===== src/rtl/tgr_pkg.sv =====
// shared types and constants of the touch gesture recognizer
// configuration register map, gesture codes, poll item and settings structs
// no dependencies
`default_nettype none

package tgr_pkg;

	typedef enum logic [2:0] {
		CFG_SCREEN_LIMIT  = 3'd0,
		CFG_SWIPE_MIN     = 3'd1,
		CFG_TAP_MAX_MOVE  = 3'd2,
		CFG_TAP_MAX_MS    = 3'd3,
		CFG_LONG_PRESS_MS = 3'd4,
		CFG_COOLDOWN_MS   = 3'd5
	} cfg_idx_t;

	localparam logic [7:0] CODE_NONE  = 8'd0;
	localparam logic [7:0] CODE_UP    = 8'd1;
	localparam logic [7:0] CODE_DOWN  = 8'd2;
	localparam logic [7:0] CODE_LEFT  = 8'd3;
	localparam logic [7:0] CODE_RIGHT = 8'd4;
	localparam logic [7:0] CODE_TAP   = 8'd5;
	localparam logic [7:0] CODE_LONG  = 8'd12;

	localparam logic [12:0] RST_SCREEN_LIMIT  = 13'd240;
	localparam logic [11:0] RST_SWIPE_MIN     = 12'd30;
	localparam logic [11:0] RST_TAP_MAX_MOVE  = 12'd20;
	localparam logic [15:0] RST_TAP_MAX_MS    = 16'd500;
	localparam logic [15:0] RST_LONG_PRESS_MS = 16'd1200;
	localparam logic [15:0] RST_COOLDOWN_MS   = 16'd350;

	localparam logic [7:0] NIBBLE_MASK = 8'h0F;

	typedef struct packed {
		logic [12:0] screen_limit;
		logic [11:0] swipe_min;
		logic [11:0] tap_max_move;
		logic [15:0] tap_max_ms;
		logic [15:0] long_press_ms;
		logic [15:0] cooldown_ms;
	} cfg_t;

	typedef struct packed {
		logic        read_ok;
		logic [31:0] now_ms;
		logic [7:0]  hw_gesture;
		logic [7:0]  finger_count;
		logic [7:0]  x_high;
		logic [7:0]  x_low;
		logic [7:0]  y_high;
		logic [7:0]  y_low;
	} item_t;

endpackage

`default_nettype wire


===== src/rtl/tgr_core.sv =====
// gesture state and per-poll decision logic of the touch gesture recognizer
// holds the press state, updates it on each step whose poll was read; result is combinational
// depends on tgr_pkg
`default_nettype none

module tgr_core #(
	parameter int COORD_BITS = 12
) (
	input  wire logic                  clk,
	input  wire logic                  arst_n,
	input  wire logic                  step,
	input  wire tgr_pkg::item_t        item,
	input  wire tgr_pkg::cfg_t         cfg,
	output logic                       res_gesture_valid,
	output logic [7:0]                 res_gesture_code,
	output logic                       res_coords_valid,
	output logic [COORD_BITS-1:0]      res_pos_x,
	output logic [COORD_BITS-1:0]      res_pos_y
);

	localparam int CW = COORD_BITS + 1;
	localparam int EW = 17;

	logic                  was_touched_q;
	logic [31:0]           start_time_q;
	logic [COORD_BITS-1:0] start_x_q;
	logic [COORD_BITS-1:0] start_y_q;
	logic [COORD_BITS-1:0] last_x_q;
	logic [COORD_BITS-1:0] last_y_q;
	logic [31:0]           last_emit_q;
	logic [7:0]            latched_q;

	logic                  was_touched_d;
	logic [31:0]           start_time_d;
	logic [COORD_BITS-1:0] start_x_d;
	logic [COORD_BITS-1:0] start_y_d;
	logic [COORD_BITS-1:0] last_x_d;
	logic [COORD_BITS-1:0] last_y_d;
	logic [31:0]           last_emit_d;
	logic [7:0]            latched_d;

	logic [15:0]           raw_x;
	logic [15:0]           raw_y;
	logic [COORD_BITS-1:0] x;
	logic [COORD_BITS-1:0] y;
	logic                  touched;
	logic [31:0]           since_emit;
	logic [31:0]           duration;
	logic                  cool_ok;
	logic signed [CW-1:0]  dx;
	logic signed [CW-1:0]  dy;
	logic [CW-1:0]         ax;
	logic [CW-1:0]         ay;
	logic [EW-1:0]         ax_e;
	logic [EW-1:0]         ay_e;
	logic [EW-1:0]         swipe_e;
	logic [EW-1:0]         tap_move_e;
	logic                  emit;
	logic [7:0]            code;

	assign raw_x = {item.x_high & tgr_pkg::NIBBLE_MASK, item.x_low} & 16'h0FFF;
	assign raw_y = {item.y_high & tgr_pkg::NIBBLE_MASK, item.y_low} & 16'h0FFF;
	assign x = raw_x[COORD_BITS-1:0];
	assign y = raw_y[COORD_BITS-1:0];

	assign touched = (item.finger_count == 8'd1)
		&& (EW'(x) < EW'(cfg.screen_limit))
		&& (EW'(y) < EW'(cfg.screen_limit));

	assign since_emit = item.now_ms - last_emit_q;
	assign duration   = item.now_ms - start_time_q;
	assign cool_ok    = since_emit >= {16'd0, cfg.cooldown_ms};

	assign dx = $signed({1'b0, last_x_q}) - $signed({1'b0, start_x_q});
	assign dy = $signed({1'b0, last_y_q}) - $signed({1'b0, start_y_q});
	assign ax = dx[CW-1] ? CW'(-dx) : CW'(dx);
	assign ay = dy[CW-1] ? CW'(-dy) : CW'(dy);
	assign ax_e       = EW'(ax);
	assign ay_e       = EW'(ay);
	assign swipe_e    = EW'(cfg.swipe_min);
	assign tap_move_e = EW'(cfg.tap_max_move);

	always_comb begin
		was_touched_d = was_touched_q;
		start_time_d  = start_time_q;
		start_x_d     = start_x_q;
		start_y_d     = start_y_q;
		last_x_d      = last_x_q;
		last_y_d      = last_y_q;
		last_emit_d   = last_emit_q;
		latched_d     = latched_q;
		emit          = 1'b0;
		code          = tgr_pkg::CODE_NONE;
		if (!touched) begin
			if (was_touched_q && cool_ok) begin
				if (ax_e > swipe_e && ax_e > ay_e) begin
					emit = 1'b1;
					code = (dx > 0) ? tgr_pkg::CODE_RIGHT : tgr_pkg::CODE_LEFT;
				end else if (ay_e > swipe_e && ay_e > ax_e) begin
					emit = 1'b1;
					code = (dy > 0) ? tgr_pkg::CODE_DOWN : tgr_pkg::CODE_UP;
				end else if (duration < {16'd0, cfg.tap_max_ms} && ax_e < tap_move_e
					&& ay_e < tap_move_e) begin
					emit = 1'b1;
					code = tgr_pkg::CODE_TAP;
				end
				if (emit) begin
					last_emit_d = item.now_ms;
				end
			end
			was_touched_d = 1'b0;
			latched_d     = tgr_pkg::CODE_NONE;
		end else if (!cool_ok) begin
			was_touched_d = 1'b1;
		end else if (item.hw_gesture != tgr_pkg::CODE_NONE) begin
			if (latched_q == tgr_pkg::CODE_NONE) begin
				latched_d     = item.hw_gesture;
				last_emit_d   = item.now_ms;
				was_touched_d = 1'b1;
				emit          = 1'b1;
				code          = item.hw_gesture;
			end
		end else if (!was_touched_q) begin
			was_touched_d = 1'b1;
			start_time_d  = item.now_ms;
			start_x_d     = x;
			start_y_d     = y;
			last_x_d      = x;
			last_y_d      = y;
		end else begin
			last_x_d = x;
			last_y_d = y;
			if (start_time_q != 32'd0 && duration > {16'd0, cfg.long_press_ms}) begin
				start_time_d = 32'd0;
				last_emit_d  = item.now_ms;
				latched_d    = tgr_pkg::CODE_LONG;
				emit         = 1'b1;
				code         = tgr_pkg::CODE_LONG;
			end
		end
	end

	always_ff @(posedge clk or negedge arst_n) begin
		if (!arst_n) begin
			was_touched_q <= 1'b0;
			start_time_q  <= '0;
			start_x_q     <= '0;
			start_y_q     <= '0;
			last_x_q      <= '0;
			last_y_q      <= '0;
			last_emit_q   <= '0;
			latched_q     <= tgr_pkg::CODE_NONE;
		end else if (step && item.read_ok) begin
			was_touched_q <= was_touched_d;
			start_time_q  <= start_time_d;
			start_x_q     <= start_x_d;
			start_y_q     <= start_y_d;
			last_x_q      <= last_x_d;
			last_y_q      <= last_y_d;
			last_emit_q   <= last_emit_d;
			latched_q     <= latched_d;
		end
	end

	assign res_gesture_valid = item.read_ok & emit;
	assign res_gesture_code  = item.read_ok ? code : tgr_pkg::CODE_NONE;
	assign res_coords_valid  = item.read_ok;
	assign res_pos_x         = item.read_ok ? x : '0;
	assign res_pos_y         = item.read_ok ? y : '0;

endmodule

`default_nettype wire


===== src/rtl/touch_gesture_recognizer_unit.sv =====
// Touch gesture recognizer. Each input transfer is one poll of a touch controller and yields
// exactly one result transfer: the decoded position and, when one fires, a gesture code (swipe,
// tap, long press or the controller's own code). A poll is taken into an input register and its
// result is loaded into an output register when it is empty or its result is taken; one poll
// per clock cycle is sustained while the output is not stalled, the press state being updated
// in the same cycle in which a poll moves from the input register to the output register. A
// result waiting on a stalled output does not block the next poll from entering a free input
// register. The six settings are written through the always-ready configuration channel; the
// user must do so only while no poll is in flight, which the block does not enforce.
// depends on tgr_pkg and tgr_core
`default_nettype none

module touch_gesture_recognizer_unit #(
	parameter int COORD_BITS = 12
) (
	input  wire logic                  clk,
	input  wire logic                  arst_n,
	input  wire logic                  in_valid,
	output logic                       in_stall,
	input  wire logic                  read_ok,
	input  wire logic [31:0]           now_ms,
	input  wire logic [7:0]            hw_gesture,
	input  wire logic [7:0]            finger_count,
	input  wire logic [7:0]            x_high,
	input  wire logic [7:0]            x_low,
	input  wire logic [7:0]            y_high,
	input  wire logic [7:0]            y_low,
	output logic                       out_valid,
	input  wire logic                  out_stall,
	output logic                       gesture_valid,
	output logic [7:0]                 gesture_code,
	output logic                       coords_valid,
	output logic [COORD_BITS-1:0]      pos_x,
	output logic [COORD_BITS-1:0]      pos_y,
	input  wire logic                  cfg_valid,
	output logic                       cfg_ready,
	input  wire logic [2:0]            cfg_index,
	input  wire logic [15:0]           cfg_data
);

	tgr_pkg::cfg_t         cfg_q;
	tgr_pkg::item_t        item_s1;
	logic                  valid_s1;
	logic                  adv_s1;
	logic                  out_valid_q;
	logic                  gesture_valid_q;
	logic [7:0]            gesture_code_q;
	logic                  coords_valid_q;
	logic [COORD_BITS-1:0] pos_x_q;
	logic [COORD_BITS-1:0] pos_y_q;
	logic                  res_gesture_valid;
	logic [7:0]            res_gesture_code;
	logic                  res_coords_valid;
	logic [COORD_BITS-1:0] res_pos_x;
	logic [COORD_BITS-1:0] res_pos_y;

	assign cfg_ready = 1'b1;

	always_ff @(posedge clk or negedge arst_n) begin
		if (!arst_n) begin
			cfg_q.screen_limit  <= tgr_pkg::RST_SCREEN_LIMIT;
			cfg_q.swipe_min     <= tgr_pkg::RST_SWIPE_MIN;
			cfg_q.tap_max_move  <= tgr_pkg::RST_TAP_MAX_MOVE;
			cfg_q.tap_max_ms    <= tgr_pkg::RST_TAP_MAX_MS;
			cfg_q.long_press_ms <= tgr_pkg::RST_LONG_PRESS_MS;
			cfg_q.cooldown_ms   <= tgr_pkg::RST_COOLDOWN_MS;
		end else if (cfg_valid && cfg_ready) begin
			unique case (cfg_index)
				tgr_pkg::CFG_SCREEN_LIMIT:  cfg_q.screen_limit  <= cfg_data[12:0];
				tgr_pkg::CFG_SWIPE_MIN:     cfg_q.swipe_min     <= cfg_data[11:0];
				tgr_pkg::CFG_TAP_MAX_MOVE:  cfg_q.tap_max_move  <= cfg_data[11:0];
				tgr_pkg::CFG_TAP_MAX_MS:    cfg_q.tap_max_ms    <= cfg_data;
				tgr_pkg::CFG_LONG_PRESS_MS: cfg_q.long_press_ms <= cfg_data;
				tgr_pkg::CFG_COOLDOWN_MS:   cfg_q.cooldown_ms   <= cfg_data;
				default: ;
			endcase
		end
	end

	// input register
	assign adv_s1   = valid_s1 && (!out_valid_q || !out_stall);
	assign in_stall = valid_s1 && !adv_s1;

	always_ff @(posedge clk or negedge arst_n) begin
		if (!arst_n) begin
			valid_s1 <= 1'b0;
		end else if (!in_stall) begin
			valid_s1 <= in_valid;
		end
	end

	always_ff @(posedge clk) begin
		if (in_valid && !in_stall) begin
			item_s1.read_ok      <= read_ok;
			item_s1.now_ms       <= now_ms;
			item_s1.hw_gesture   <= hw_gesture;
			item_s1.finger_count <= finger_count;
			item_s1.x_high       <= x_high;
			item_s1.x_low        <= x_low;
			item_s1.y_high       <= y_high;
			item_s1.y_low        <= y_low;
		end
	end

	tgr_core #(
		.COORD_BITS(COORD_BITS)
	) u_core (
		.clk               (clk),
		.arst_n            (arst_n),
		.step              (adv_s1),
		.item              (item_s1),
		.cfg               (cfg_q),
		.res_gesture_valid (res_gesture_valid),
		.res_gesture_code  (res_gesture_code),
		.res_coords_valid  (res_coords_valid),
		.res_pos_x         (res_pos_x),
		.res_pos_y         (res_pos_y)
	);

	// result register
	always_ff @(posedge clk or negedge arst_n) begin
		if (!arst_n) begin
			out_valid_q <= 1'b0;
		end else if (adv_s1) begin
			out_valid_q <= 1'b1;
		end else if (!out_stall) begin
			out_valid_q <= 1'b0;
		end
	end

	always_ff @(posedge clk) begin
		if (adv_s1) begin
			gesture_valid_q <= res_gesture_valid;
			gesture_code_q  <= res_gesture_code;
			coords_valid_q  <= res_coords_valid;
			pos_x_q         <= res_pos_x;
			pos_y_q         <= res_pos_y;
		end
	end

	assign out_valid     = out_valid_q;
	assign gesture_valid = gesture_valid_q;
	assign gesture_code  = gesture_code_q;
	assign coords_valid  = coords_valid_q;
	assign pos_x         = pos_x_q;
	assign pos_y         = pos_y_q;

endmodule

`default_nettype wire


===== config.mk =====
export PLATFORM = sky130hd
export DESIGN_NAME = touch_gesture_recognizer_unit
export DESIGN_NICKNAME = d
export VERILOG_FILES = /design/src/rtl/tgr_pkg.sv /design/src/rtl/tgr_core.sv /design/src/rtl/touch_gesture_recognizer_unit.sv
export SDC_FILE = /design/constraint.sdc
export NUM_CORES = 1
export LEC_CHECK = 0
export BUFFER_PORTS_ARGS = -buffer_cell sky130_fd_sc_hd__buf_2
export CAP_MARGIN = 20
export CORE_ASPECT_RATIO = 2
export CORE_MARGIN = 4
export CORE_UTILIZATION = 35
export CTS_CLUSTER_DIAMETER = 50
export DETAILED_ROUTE_END_ITERATION = 8
export GPL_ROUTABILITY_DRIVEN = 1
export GPL_TIMING_DRIVEN = 0
export PLACE_DENSITY = 0.59
export SLEW_MARGIN = 40
export SYNTH_ARGS = -nofsm -noshare
export SYNTH_HDL_FRONTEND = slang
export SYNTH_SLANG_ARGS = --single-unit
export TNS_END_PERCENT = 10

===== constraint.sdc =====
create_clock -name clk -period 10.59 [get_ports clk]
set_input_delay 2.118 -clock clk [delete_from_list [all_inputs] [get_ports clk]]
set_output_delay 2.118 -clock clk [all_outputs]
set_load 0.1 [all_outputs]

# Word level (Yosys, flattened, before mapping)
# Index checks and enable logic that the tools add are counted.
# totals
ff_bits,315
input_bits,105
output_inout_bits,37
word_cells,147
# op_classes
n_addsub,6
order_cmp,13
eq_ne,13
muxes,48
bitwise,3
reduce_logical,35
# op_table
cell,n
$mux 32,10
$mux 8,14
$sub 32x32->32,2
$ge 32x16->1,1
$gt 32x16->1,1
$lt 32x16->1,1
$reduce_bool 32->1,1
$gt 13x1->1 const B,2
$gt 13x12->1,2
$gt 13x13->1,2
$lt 12x13->1,2
$lt 13x12->1,2
$mux 13,2
$neg 13->13,2
$sub 12x12->13,2
$mux 1,18
$reduce_and 5->1,3
$reduce_and 2->1,7
$logic_and 1x1->1,12
$eq 8x1->1 const B,1
$logic_not 8->1,1
$reduce_bool 8->1,1
$reduce_and 7->1,1
$eq 3x2->1 const B,2
17 further kinds,26

# Depth between registers and ports, before layout
# Gate-level depths: netlist (run 1).
# logic_depth
depth_word,14
ltp_mapped,24
depth_no_buf,22

# Hierarchy
# A second synthesis (run 1) with hierarchy kept.
# unflattened
cells_unflattened,2035
area_unflattened_um2,21066.5
# modules_own_cells
module,n_inst,cells_per_inst,area_per_inst_um2,seq_area_each_um2
tgr_core,1,1727,14189.9,3027.9
touch_gesture_recognizer_unit,1,308,6876.6,5662.9

# Least setup slack after synthesis (run 1)
# No wires, ideal clock.
# synth_path
kind,input-to-output
start,input out_stall
end,output in_stall
arrival_ns,2.863
required_time_ns,8.472
setup_slack_ns,5.609
stages,2
path_buffers,0
cell_sequence,nand3_1 > inv_1
# synth_via
elab_chain_cells,5
# synth_rtl
element,line,source
start: declaration,touch_gesture_recognizer_unit.sv:29,"input wire logic out_stall,"
$logic_not 1->1,n/a,
$logic_or 1x1->1,touch_gesture_recognizer_unit.sv:81,assign adv_s1 = valid_s1 && (!out_valid_q || !out_stall);
$logic_and 1x1->1,touch_gesture_recognizer_unit.sv:81,
$logic_not 1->1,touch_gesture_recognizer_unit.sv:82,assign in_stall = valid_s1 && !adv_s1;
$logic_and 1x1->1,touch_gesture_recognizer_unit.sv:82,
end: declaration,touch_gesture_recognizer_unit.sv:19,"output logic in_stall,"
# Every way passes these cells.

# Worst setup path after layout (run 1)
# layout_path
start,register u_core.last_x_q[0]
end,register u_core.last_emit_q[9]
# layout_via
elab_chain_cells,13
# layout_rtl
element,line,source
start: declaration,tgr_core.sv:28,logic [COORD_BITS-1:0] last_x_q;
start signal: assignment,tgr_core.sv:158,last_x_q <= last_x_d;
$sub 12x12->13 *,tgr_core.sv:74,"assign dx = $signed({1'b0, last_x_q}) - $signed({1'b0, start_x_q});"
$neg 13->13,tgr_core.sv:76,assign ax = dx[CW-1] ? CW'(-dx) : CW'(dx);
$mux 13 *,tgr_core.sv:76,
$lt 13x12->1,tgr_core.sv:102,"end else if (duration < {16'd0, cfg.tap_max_ms} && ax_e < tap_move_e"
$logic_and 1x1->1,tgr_core.sv:102,
$logic_and 1x1->1,tgr_core.sv:103,&& ay_e < tap_move_e) begin
$mux 1,tgr_core.sv:102,
$mux 1,tgr_core.sv:99,end else if (ay_e > swipe_e && ay_e > ax_e) begin
$mux 1 *,tgr_core.sv:96,if (ax_e > swipe_e && ax_e > ay_e) begin
$mux 1 *,tgr_core.sv:95,if (was_touched_q && cool_ok) begin
$mux 1 *,tgr_core.sv:94,if (!touched) begin
$reduce_bool 2->1 (no line) *,n/a,
$reduce_and 7->1 (no line) *,n/a,
end signal: assignment,tgr_core.sv:160,last_emit_q <= last_emit_d;
end: declaration,tgr_core.sv:30,logic [31:0] last_emit_q;
# Mark *: on every way between the ends. The rest lies on a longest branch, timed or not. The select of a mux whose other input is x is not followed.
# A chain may end at the register's enable or synchronous reset.

==> results.md, run 1 <==
- Commonest cells after routing, fill and taps aside: ha_1, inv_1, nand2_1
- Post-synthesis mux area share: 0.0618
- Worst min path class: flop to flop
- Total die area: between 0.06 and 0.07 mm2
- Post-DP HPWL: 54.2 mm
- Clk root buf: clkbuf_16
- Core Box Area: approximately 0.059 mm2
- Reg2reg start: u_core.last_x_q[0]
- CTS Hold Buffers Added: 0
- Switching share of power: 0.319
- Vias after detailed routing: 16800
- CTS resizes: 0
- Commonest non-fill, non-tap cell in the layout: ha_1
- Tmin final: ~6.6 ns
- Syn_nets: roughly 2400
- Synth Flop Type: dfrtp_1
- Total CTS buffers: 35
- Clk Latency, worst-skew pair: 0.57 ns
- Final Hold Violating Endpoints: 0
- Synthesized area: between 0.02 and 0.025 mm2
- Critical Path AT: 7.00 ns
- Fraction of layout cells with a size suffix above 1: 0.157
- Clock-pin slew of the registers on the worst-case setup and hold paths: ~0.060 ns
- Initial antenna violation count: 0
- Hold Path End: u_core.start_x_q[0]
- Synth warn: 0
- WHS: 0.493 ns
- Reg2reg path depth: 21
- First-pass GRT wire length: between 100 and 150 mm
- ANT nets after route: 0
- Routed len/inst: 21.5 um
- CTS tree: built
- Logic pwr share: 0.213
- RR Endpoint: u_core.last_emit_q[9]
- Post-Synth XOR/XNOR Area: 0.0295
- Port bufs: around 130
- Crit-path max FO: 10
- Slew @ Worst Pin: slightly below 0.8 ns
- Layout Cells excl Fill: between 3000 and 4000
- Number of H-tree levels: 2
- Drt drc: 0
- Final setup vio count: 0
- Die W: between 150 and 200 um
- Largest net degree at the start of global routing: 75
- Initial core utilization: 0.352
- Placed cells: ~3000
- PwrDens: 143 mW/mm2
- Setup slack, reg-to-reg: 4.02 ns
- Fin nets: between 2000 and 3000
- IO Pins: between 100 and 150
- Netlist cell types: around 100
- Largest family of logic cells by synthesized area: compound AO/OA/AOI/OAI gates
- Sequential Power Share: 0.430
- Tot GR Track Use: 0.204
- # fillers: about 5900
- Leakage: around 10 nW
- Max Fclk: about 150 MHz
- Vias in the first global route: around 18000
- #FFs+latches synth: between 300 and 400
- Synth async-reset ratio: 0.660
- Post-synthesis adder-cell area fraction: 0.134
- Clock skew: ~0.037 ns
- Hold_sp: u_core.start_x_q[0]
- # Max-Cap Violations: 0
- P&R area growth vs syn: 14.0%
- Setup TNS: 0 ns
- Via-to-Cell Ratio: between 5 and 6
- CP Launch Type: flop
- Status: finished, final reports clean
- Drt initial violations: about 950
- Hold path depth: 1
- Relative slew slack: 0.471
- Switching power: approximately 0.0011 W
- Pre-antenna DRT Iters: 6
- Crit Path Category: flop to flop
- # diodes: 0
- Worst ir drop on vdd: between 100 and 150 uV
- Worst-case clock buffer depth: 3
- Compound-Gate Fraction of Synth Area: 0.175
- Max-slew violation count: 0
- TritonCTS Sinks: 315
- Post-CTS Setup Bufs: 0
- Post-Syn Instances: 2121
- Final Cycle Share: 0.621
- Area of the multi-input gates: around 0.011 mm2
- Sequential cell area: around 0.0085 mm2
- Standard-cell rows: between 100 and 150
- P_int: 0.00230 W
- CP endpoint kind: flop
- Die Y: between 300 and 400 um
- Post-synth EDFFs: around 110
- Seq/Total Area, Yosys: 0.407
- Post-Syn Area per Cell: slightly below 10 um2
- RSZ-0062 raised after global routing: false
- Gr ovfl total: 0
- Final GP Congestion: between 0.9 and 1
- Synth Area in Simple Gates: 0.140
- Clock power frac: 0.356
- Worst Path Required: roughly 11 ns
- WL final: about 66 mm
==> cells by family after synthesis <==
family / count (synthesis)
AND/OR/NAND/NOR: 581
AO/OA/AOI/OAI: 557
flip-flops: 315
buffers and inverters: 276
adder cells (fa/ha/maj): 220
multiplexers: 101
XOR/XNOR: 70
other: 1
==> registers in the layout (all words and copies together), names as in the netlist, 12 cells and up <==
signal and cells:
cfg_q 85, item_s1 73, pos_x 12, pos_y 12, u_core.last_emit_q 32, u_core.last_x_q 12
u_core.last_y_q 12, u_core.start_time_q 32, u_core.start_x_q 12, u_core.start_y_q 12
==> Yosys cell counts, types with 29 or more instances <==
master	count	area, um2
a21o_1	43	323
xnor2_1	41	359
inv_1	214	803
xor2_1	29	254
nand4_1	45	282
mux2_2	49	552
mux2_4	42	631
nand2_1	205	769
a21oi_1	111	556
ha_1	216	2700
edfxtp_1	107	3210
dfrtp_1	182	4550
o21a_1	34	255
o21ai_0	182	911
nand3_1	36	180
nor4_1	30	188
clkbuf_1	43	161
and2_1	41	257
nor2_1	93	349
==> metal layers <==
layer  part of all wire  vias up  track usage  wire length [um]
met5                  0        -            0                 0
met4              0.077        0        0.134              5130
met3              0.029      174       0.0189              1930
met2               0.56      386        0.408             37200
met1               0.33     8227        0.191             22100
li1                   -     8015            -                 -
==> power by group through the flow <==
stage	Sequential [W]	Clock, W	Combinational [W]
final	0.00145	0.00120	0.000721
after floorplan	0.00152	0	0.000420
after detailed placement	0.00148	0	0.000720
after global placement	0.00148	0	0.000691
after CTS	0.00146	0.00124	0.000725
after global routing	0.00146	0.00129	0.000806
==> critical path, stage by stage (launching register included) <==
cell and delay [ns]:
dfrtp_1 0.32, inv_1 0.05, ha_1 0.22, fa_1 0.40, nand2b_1 0.20, a21o_1 0.23
a211oi_1 0.50, nand4b_1 0.22, nor4_1 0.39, nand2_1 0.12, o31ai_1 0.31, xnor2_1 0.36
ha_1 0.39, a2111oi_0 0.50, nand3_1 0.13, nor4_1 0.47, nand4_1 0.26, nor3_1 0.18
a2bb2oi_1 0.16, a21oi_4 0.43, buf_6 0.26, mux2_4 0.31
==> final cells by class <==
type | count | share of cell area
inverter | 214 | 0.0339
tap | 768 | 0.0405
clock buffer | 48 | 0.0407
buffer | 62 | 0.0128
sequential | 315 | 0.357
timing repair buffer | 138 | 0.0346
clock inverter | 16 | 0.00644
multi-input combinational | 1530 | 0.474
==> through the flow <==
step / cell area [um2] / power, W / setup WS, ns / util
finish: 23700 / 0.00338 / 4.02 / 0.402
global route: 23700 / 0.00356 / 3.61 / 0.402
CTS: 23700 / 0.00342 / 3.96 / 0.402
detailed placement: 22600 / 0.00220 / 3.99 / 0.383
global placement: 22400 / 0.00217 / 3.74 / 0.380
floorplan: 20800 / 0.00194 / 5.61 / -
==> worst max path at each step <==
stage | start | to | slack, ns
3_3_place_gp | arst_n | u_core.start_x_q[6] | 3.74
2_1_floorplan | out_stall | in_stall | 5.61
3_5_place_dp | u_core.start_x_q[0] | u_core.last_emit_q[7] | 3.99
6_report | u_core.last_x_q[0] | u_core.last_emit_q[9] | 4.02
4_1_cts | u_core.last_x_q[0] | u_core.last_emit_q[2] | 3.96
5_1_grt | u_core.last_x_q[0] | u_core.last_emit_q[9] | 3.61
Note: power is estimated with default switching activity, not from simulation.
==> run 2: changes to the inputs <==
--- a/config.mk
+++ b/config.mk
@@ -5,6 +5,7 @@
 export SDC_FILE = /design/constraint.sdc
 export NUM_CORES = 1
 export LEC_CHECK = 0
+export ABC_AREA = 1
 export BUFFER_PORTS_ARGS = -buffer_cell sky130_fd_sc_hd__buf_2
 export CAP_MARGIN = 20
 export CORE_ASPECT_RATIO = 2
==> constraint.sdc (replaced) <==
create_clock -name clk -period 6.5 [get_ports clk]
set_input_delay 1.3 -clock clk [delete_from_list [all_inputs] [get_ports clk]]
set_output_delay 1.3 -clock clk [all_outputs]
set_load 0.1 [all_outputs]
==> results.md, run 2 <==
- WHS: approximately 0.48 ns
- Die W: roughly 190 um
- First-pass GRT wire length: between 100 and 150 mm
- TritonCTS Sinks: 315
- Worst stage delay on the critical path: about 0.48 ns
- Area share of the largest cell type after synthesis: 0.202
- Post-Syn Instances: 3087
- CP endpoint kind: flop
- # fillers: 6699
- Worst-case clock buffer depth: 3
- Leakage: between 10 and 15 nW
- Setup TNS: 0 ns
- Final Cycle Share: 0.881
- Fraction of layout cells with a size suffix above 1: 0.0918
- Clk Latency, worst-skew pair: 0.57 ns
- Total die area: between 0.06 and 0.07 mm2
- Worst ir drop on vdd: 221 uV
- Post-DP HPWL: between 60 and 70 mm
- Worst Setup Slack, final: approximately 0.77 ns
- Number of H-tree levels: 2
- WL final: roughly 76 mm
- Gr ovfl total: 0
- Pre-antenna DRT Iters: 6
- Syn_nets: ~3400
- CTS tree: built
- Most used cell, CP: nand2_1
- CTS resizes: 0
- Status: finished, final reports clean
- RSZ-0062 raised after global routing: false
- Max-slew violation count: 0
- Tot GR Track Use: 0.218
- Drt initial violations: between 900 and 1000
- Clk root buf: clkbuf_16
- PwrDens: approximately 230 mW/mm2
- Total CTS buffers: 35
- Synth async-reset ratio: 0.660
- Final setup vio count: 0
- Pwr Total: approximately 0.0059 W
- #FFs+latches synth: ~320
- Synth warn: 0
- Sequential cell area: ~0.0085 mm2
- Synth Flop Type: dfrtp_1
- Clock-pin slew of the registers on the worst-case setup and hold paths: around 0.070 ns
- Vias after detailed routing: 20200
- Fin nets: between 3000 and 4000
- Relative slew slack: 0.440
- Dpl ws: a little over 0.8 ns
- Via-to-Cell Ratio: ~4.9
- Final Hold Violating Endpoints: 0
- Max Fclk: ~170 MHz
- Cell taking the most area after synthesis: dfrtp_1
- P&R area growth vs syn: 13.4%
- Placed Area: approximately 0.024 mm2
- Number of flip-flops under the largest register name: 85
- CP Launch Type: flop
- Seq/Total Area, Yosys: 0.375
- Crit Path Category: flop to flop
- Initial antenna violation count: 3
- CTS Hold Buffers Added: 0
- Synthesized area: 0.0225 mm2
- Reg with most FFs: cfg_q
- Vias in the first global route: roughly 21000
- Routed len/inst: roughly 19 um
- Critical Path AT: between 6 and 7 ns
- Largest net degree at the start of global routing: 64
- Initial core utilization: 0.353
- Drt drc: 0
- Cell area after layout: between 0.02 and 0.03 mm2
- Most common cell in the netlist: nand2_1
- Netlist cell types: slightly above 50
- Commonest cells post-synth: nand2_1, inv_1, ha_1
- Clock skew: ~0.038 ns
- Critical-path top delay cell: a21oi_1
- ANT nets after route: 0
- Standard-cell rows: around 130
- Synth top area cells: dfrtp_1, nand2_1, edfxtp_1
- Commonest cells after routing, fill and taps aside: nand2_1, inv_1, ha_1
- Tmin final: between 5 and 6 ns
- IO Pins: approximately 140
- Post-Syn Area per Cell: between 7 and 8 um2
- Post-synth EDFFs: roughly 110
- Post-CTS Setup Bufs: 0
- Crit-path max FO: 10
- # Max-Cap Violations: 0
- Biggest regs: cfg_q: 85 flops, item_s1: 73 flops
- Port bufs: approximately 130
- Commonest non-fill, non-tap cell in the layout: nand2_1
- Slew @ Worst Pin: 0.838 ns
- Final GP Congestion: 0.997
- Area of the multi-input gates: approximately 0.012 mm2
- Worst min path class: flop to flop
- Worst Path Required: 6.93 ns
- Die Y: ~370 um
- Core Box Area: ~0.064 mm2
-- run 2: area by class of cell --
class	instances	area share
buffer	58	0.0147
antenna	3	0.000294
timing repair buffer	138	0.0318
multi-input combinational	2142	0.452
clock buffer	45	0.0369
clock inverter	19	0.00970
tap	798	0.0391
inverter	572	0.0844
sequential	315	0.331
-- run 2: power by group --
part           internal (W)  leakage (nW)  switching [W]
logic              0.000440          9.63       0.000962
registers           0.00226          3.47       0.000126
clock network       0.00121         0.587       0.000883
-- run 2: stage by stage --
step | util | instances
5_1_grt | 0.400 | 4090
6_report | 0.400 | 4090
3_3_place_gp | 0.379 | 4017
4_1_cts | 0.400 | 4087
3_5_place_dp | 0.382 | 4023
2_1_floorplan | - | 3087
-- run 2: path summary, 6_finish.rpt --
path	start	slack, ns	endpoint	cells past startpoint
setup / recovery	u_core.last_x_q[0]	0.77	u_core.last_emit_q[14]	26
hold / removal	cfg_q[46]	0.48	cfg_q[46]	2
setup reg to reg	u_core.last_x_q[0]	0.77	u_core.last_emit_q[14]	26
hold reg to reg	cfg_q[46]	0.48	cfg_q[46]	2
max in group asynchronous	arst_n	4.58	cfg_q[26]	4
min in group asynchronous	arst_n	0.60	u_core.last_emit_q[5]	1
-- run 2: routing by layer --
metal / vias up / track usage / share of wire
met5: - / 0 / 0
met4: 0 / 0.185 / 0.10
met3: 275 / 0.0189 / 0.028
met2: 468 / 0.443 / 0.56
met1: 9305 / 0.184 / 0.31
li1: 10200 / - / -
-- run 2: critical path, delay by kind of cell, from the launching register on --
family,cells,cell delay [ns]
AO/OA/AOI/OAI,5,1.48
flip-flops,1,0.35
XOR/XNOR,1,0.23
AND/OR/NAND/NOR,14,2.08
adder cells (fa/ha/maj),3,0.96
buffers and inverters,3,0.47
-- run 2: logic make-up (layout without fill, tap and decap cells) --
logic type	Yosys count	count (layout)	share of synthesized area
AND/OR/NAND/NOR	1545	1545	0.289
other	1	4	0.000167
AO/OA/AOI/OAI	324	324	0.0795
buffers and inverters	630	832	0.112
adder cells (fa/ha/maj)	220	220	0.124
flip-flops	315	315	0.375
XOR/XNOR	52	52	0.0202
==> run 3: changes to the inputs <==
--- a/config.mk
+++ b/config.mk
@@ -8,13 +8,15 @@
 export ABC_AREA = 1
 export BUFFER_PORTS_ARGS = -buffer_cell sky130_fd_sc_hd__buf_2
 export CAP_MARGIN = 20
-export CORE_ASPECT_RATIO = 2
+export CORE_ASPECT_RATIO = 1.2
 export CORE_MARGIN = 4
 export CORE_UTILIZATION = 35
 export CTS_CLUSTER_DIAMETER = 50
+export CTS_CLUSTER_SIZE = 25
 export DETAILED_ROUTE_END_ITERATION = 8
 export GPL_ROUTABILITY_DRIVEN = 1
 export GPL_TIMING_DRIVEN = 0
+export HOLD_SLACK_MARGIN = 0.12
 export PLACE_DENSITY = 0.59
 export SLEW_MARGIN = 40
 export SYNTH_ARGS = -nofsm -noshare
==> results.md, run 3 (same netlist as run 2, synthesis figures left out) <==
- IO Pins: 142
- Worst Path Required: 6.95 ns
- Via-to-Cell Ratio: ~4.8
- Setup slack, reg-to-reg: 1.13 ns
- Drt drc: 0
- Fraction of layout cells with a size suffix above 1: 0.0939
- Vias after detailed routing: slightly below 20000
- Tmin final: 5.37 ns
- Vias in the first global route: roughly 19000
- Cell area after layout: 0.0257 mm2
- Post-DP HPWL: roughly 55 mm
- Core Util, Final: 0.405
- PwrDens: 232 mW/mm2
- Total CTS buffers: 35
- Clk Latency, worst-skew pair: around 0.57 ns
- WHS: between 0.4 and 0.5 ns
- Gr ovfl total: 0
- Leakage: between 10 and 15 nW
- Most used cell, CP: nand2_1
- Largest net degree at the start of global routing: just over 70
- Worst stage delay on the critical path: roughly 0.46 ns
- Relative slew slack: 0.572
- CTS Hold Buffers Added: 0
- Post-CTS Setup Bufs: 0
- Final Cycle Share: 0.827
- Hold path depth: 2
- Worst ir drop on vdd: 289 uV
- Worst-case clock buffer depth: 3
- Pre-antenna DRT Iters: 5
- Number of flip-flops under the largest register name: 85
- Hold_sp: cfg_q[83]
- Reg with most FFs: cfg_q
- Critical Path AT: 5.83 ns
- # Max-Cap Violations: 0
- Max-slew violation count: 0
- Clock skew: approximately 0.023 ns
- Commonest cells after routing, fill and taps aside: nand2_1, inv_1, ha_1
- Final GP Congestion: about 0.92
- Die Y: 286 um
- Crit Path Category: flop to flop
- RSZ-0062 raised after global routing: false
- First-pass GRT wire length: between 100 and 150 mm
- Setup TNS: 0 ns
- Die W: 240 um
- Total die area: slightly below 0.07 mm2
- Status: finished, final reports clean
- Drt initial violations: about 1200
- WL final: 67.4 mm
- Final Hold Violating Endpoints: 0
- Port bufs: 132
- Reg2reg path depth: 27
- Biggest regs: cfg_q: 85 flops, item_s1: 73 flops
- Number of H-tree levels: 2
- CP endpoint kind: flop
- Worst min path class: flop to flop
- Clock-pin slew of the registers on the worst-case setup and hold paths: around 0.070 ns
- CP Launch Type: flop
- Max Fclk: 186 MHz
- Critical-path top delay cell: a21oi_1
- Hold Path End: cfg_q[83]
- Final setup vio count: 0
- Fin nets: roughly 3600
- Placed Area: 0.0244 mm2
- Crit-path max FO: 10
- Reg2reg start: u_core.last_x_q[5]
- TritonCTS Sinks: approximately 320
- Initial antenna violation count: 2
- Core Box Area: 0.0634 mm2
- CTS resizes: 0
- Clk root buf: clkbuf_16
- CTS tree: built
- Slew @ Worst Pin: ~0.64 ns
- Tot GR Track Use: 0.196
- Commonest non-fill, non-tap cell in the layout: nand2_1
- Standard-cell rows: roughly 100
- RR Endpoint: u_core.last_emit_q[22]
- Routed len/inst: 16.4 um
- ANT nets after route: 0
- P&R area growth vs syn: 14.1%
- Initial core utilization: 0.355
[run 3: cell types whose count changed in the layout (fill, tap and decap cells not counted), sizes merged]
cell      change
inv          +12
clkinv        -6
clkbuf        -5
bufinv        -2
diode         -2
clkinvlp      +1
[run 3: stage by stage]
stage               worst slack, ns  cells  total power (W)
finish                         1.13   4114          0.00596
global route                  0.702   4114          0.00631
CTS                            1.21   4113          0.00603
detailed placement             1.26   4049          0.00380
global placement              0.321   4043          0.00377
floorplan                      2.15   3087          0.00337
[run 3: layout make-up]
class	instances	area, um2
fillers	6754	37800
inverters	572	2150
clock buffers	40	936
flip-flops and latches	315	8450
plain buffers	58	375
multi-input cells	2142	11500
diodes	1	2.50
clock inverters	24	354
repair buffers	138	823
well taps	824	1030
[run 3: critical path, delay by kind of cell (launching register included)]
kind,cells,cell delay [ns]
AND/OR/NAND/NOR,14,1.58
flip-flops,1,0.39
XOR/XNOR,1,0.40
buffers and inverters,4,0.80
adder cells (fa/ha/maj),2,0.71
AO/OA/AOI/OAI,6,1.38
[run 3: worst max-delay path by stage]
stage                  startpoint                endpoint  slack [ns]  cells after the start
3_5_place_dp   u_core.last_x_q[5]  u_core.last_emit_q[21]        1.26                     27
6_report       u_core.last_x_q[5]  u_core.last_emit_q[22]        1.13                     27
3_3_place_gp               arst_n               cfg_q[51]        0.32                      1
5_1_grt        u_core.last_x_q[5]  u_core.last_emit_q[13]        0.70                     28
4_1_cts        u_core.last_x_q[5]  u_core.last_emit_q[22]        1.21                     27
2_1_floorplan           out_stall              item_s1[0]        2.15                      5
[run 3: power by group]
part           internal (W)  switching, W  total (W)
clock network       0.00120      0.000999    0.00220
logic              0.000443      0.000928    0.00137
registers           0.00226      0.000127    0.00239
total               0.00390       0.00205    0.00596
[run 3: per-layer routing]
layer	vias up	global-route usage	part of all wire
li1	10200	-	-
met5	-	0	0
met1	9000	0.238	0.42
met4	0	0.0614	0.032
met3	114	0.0207	0.034
met2	347	0.361	0.51
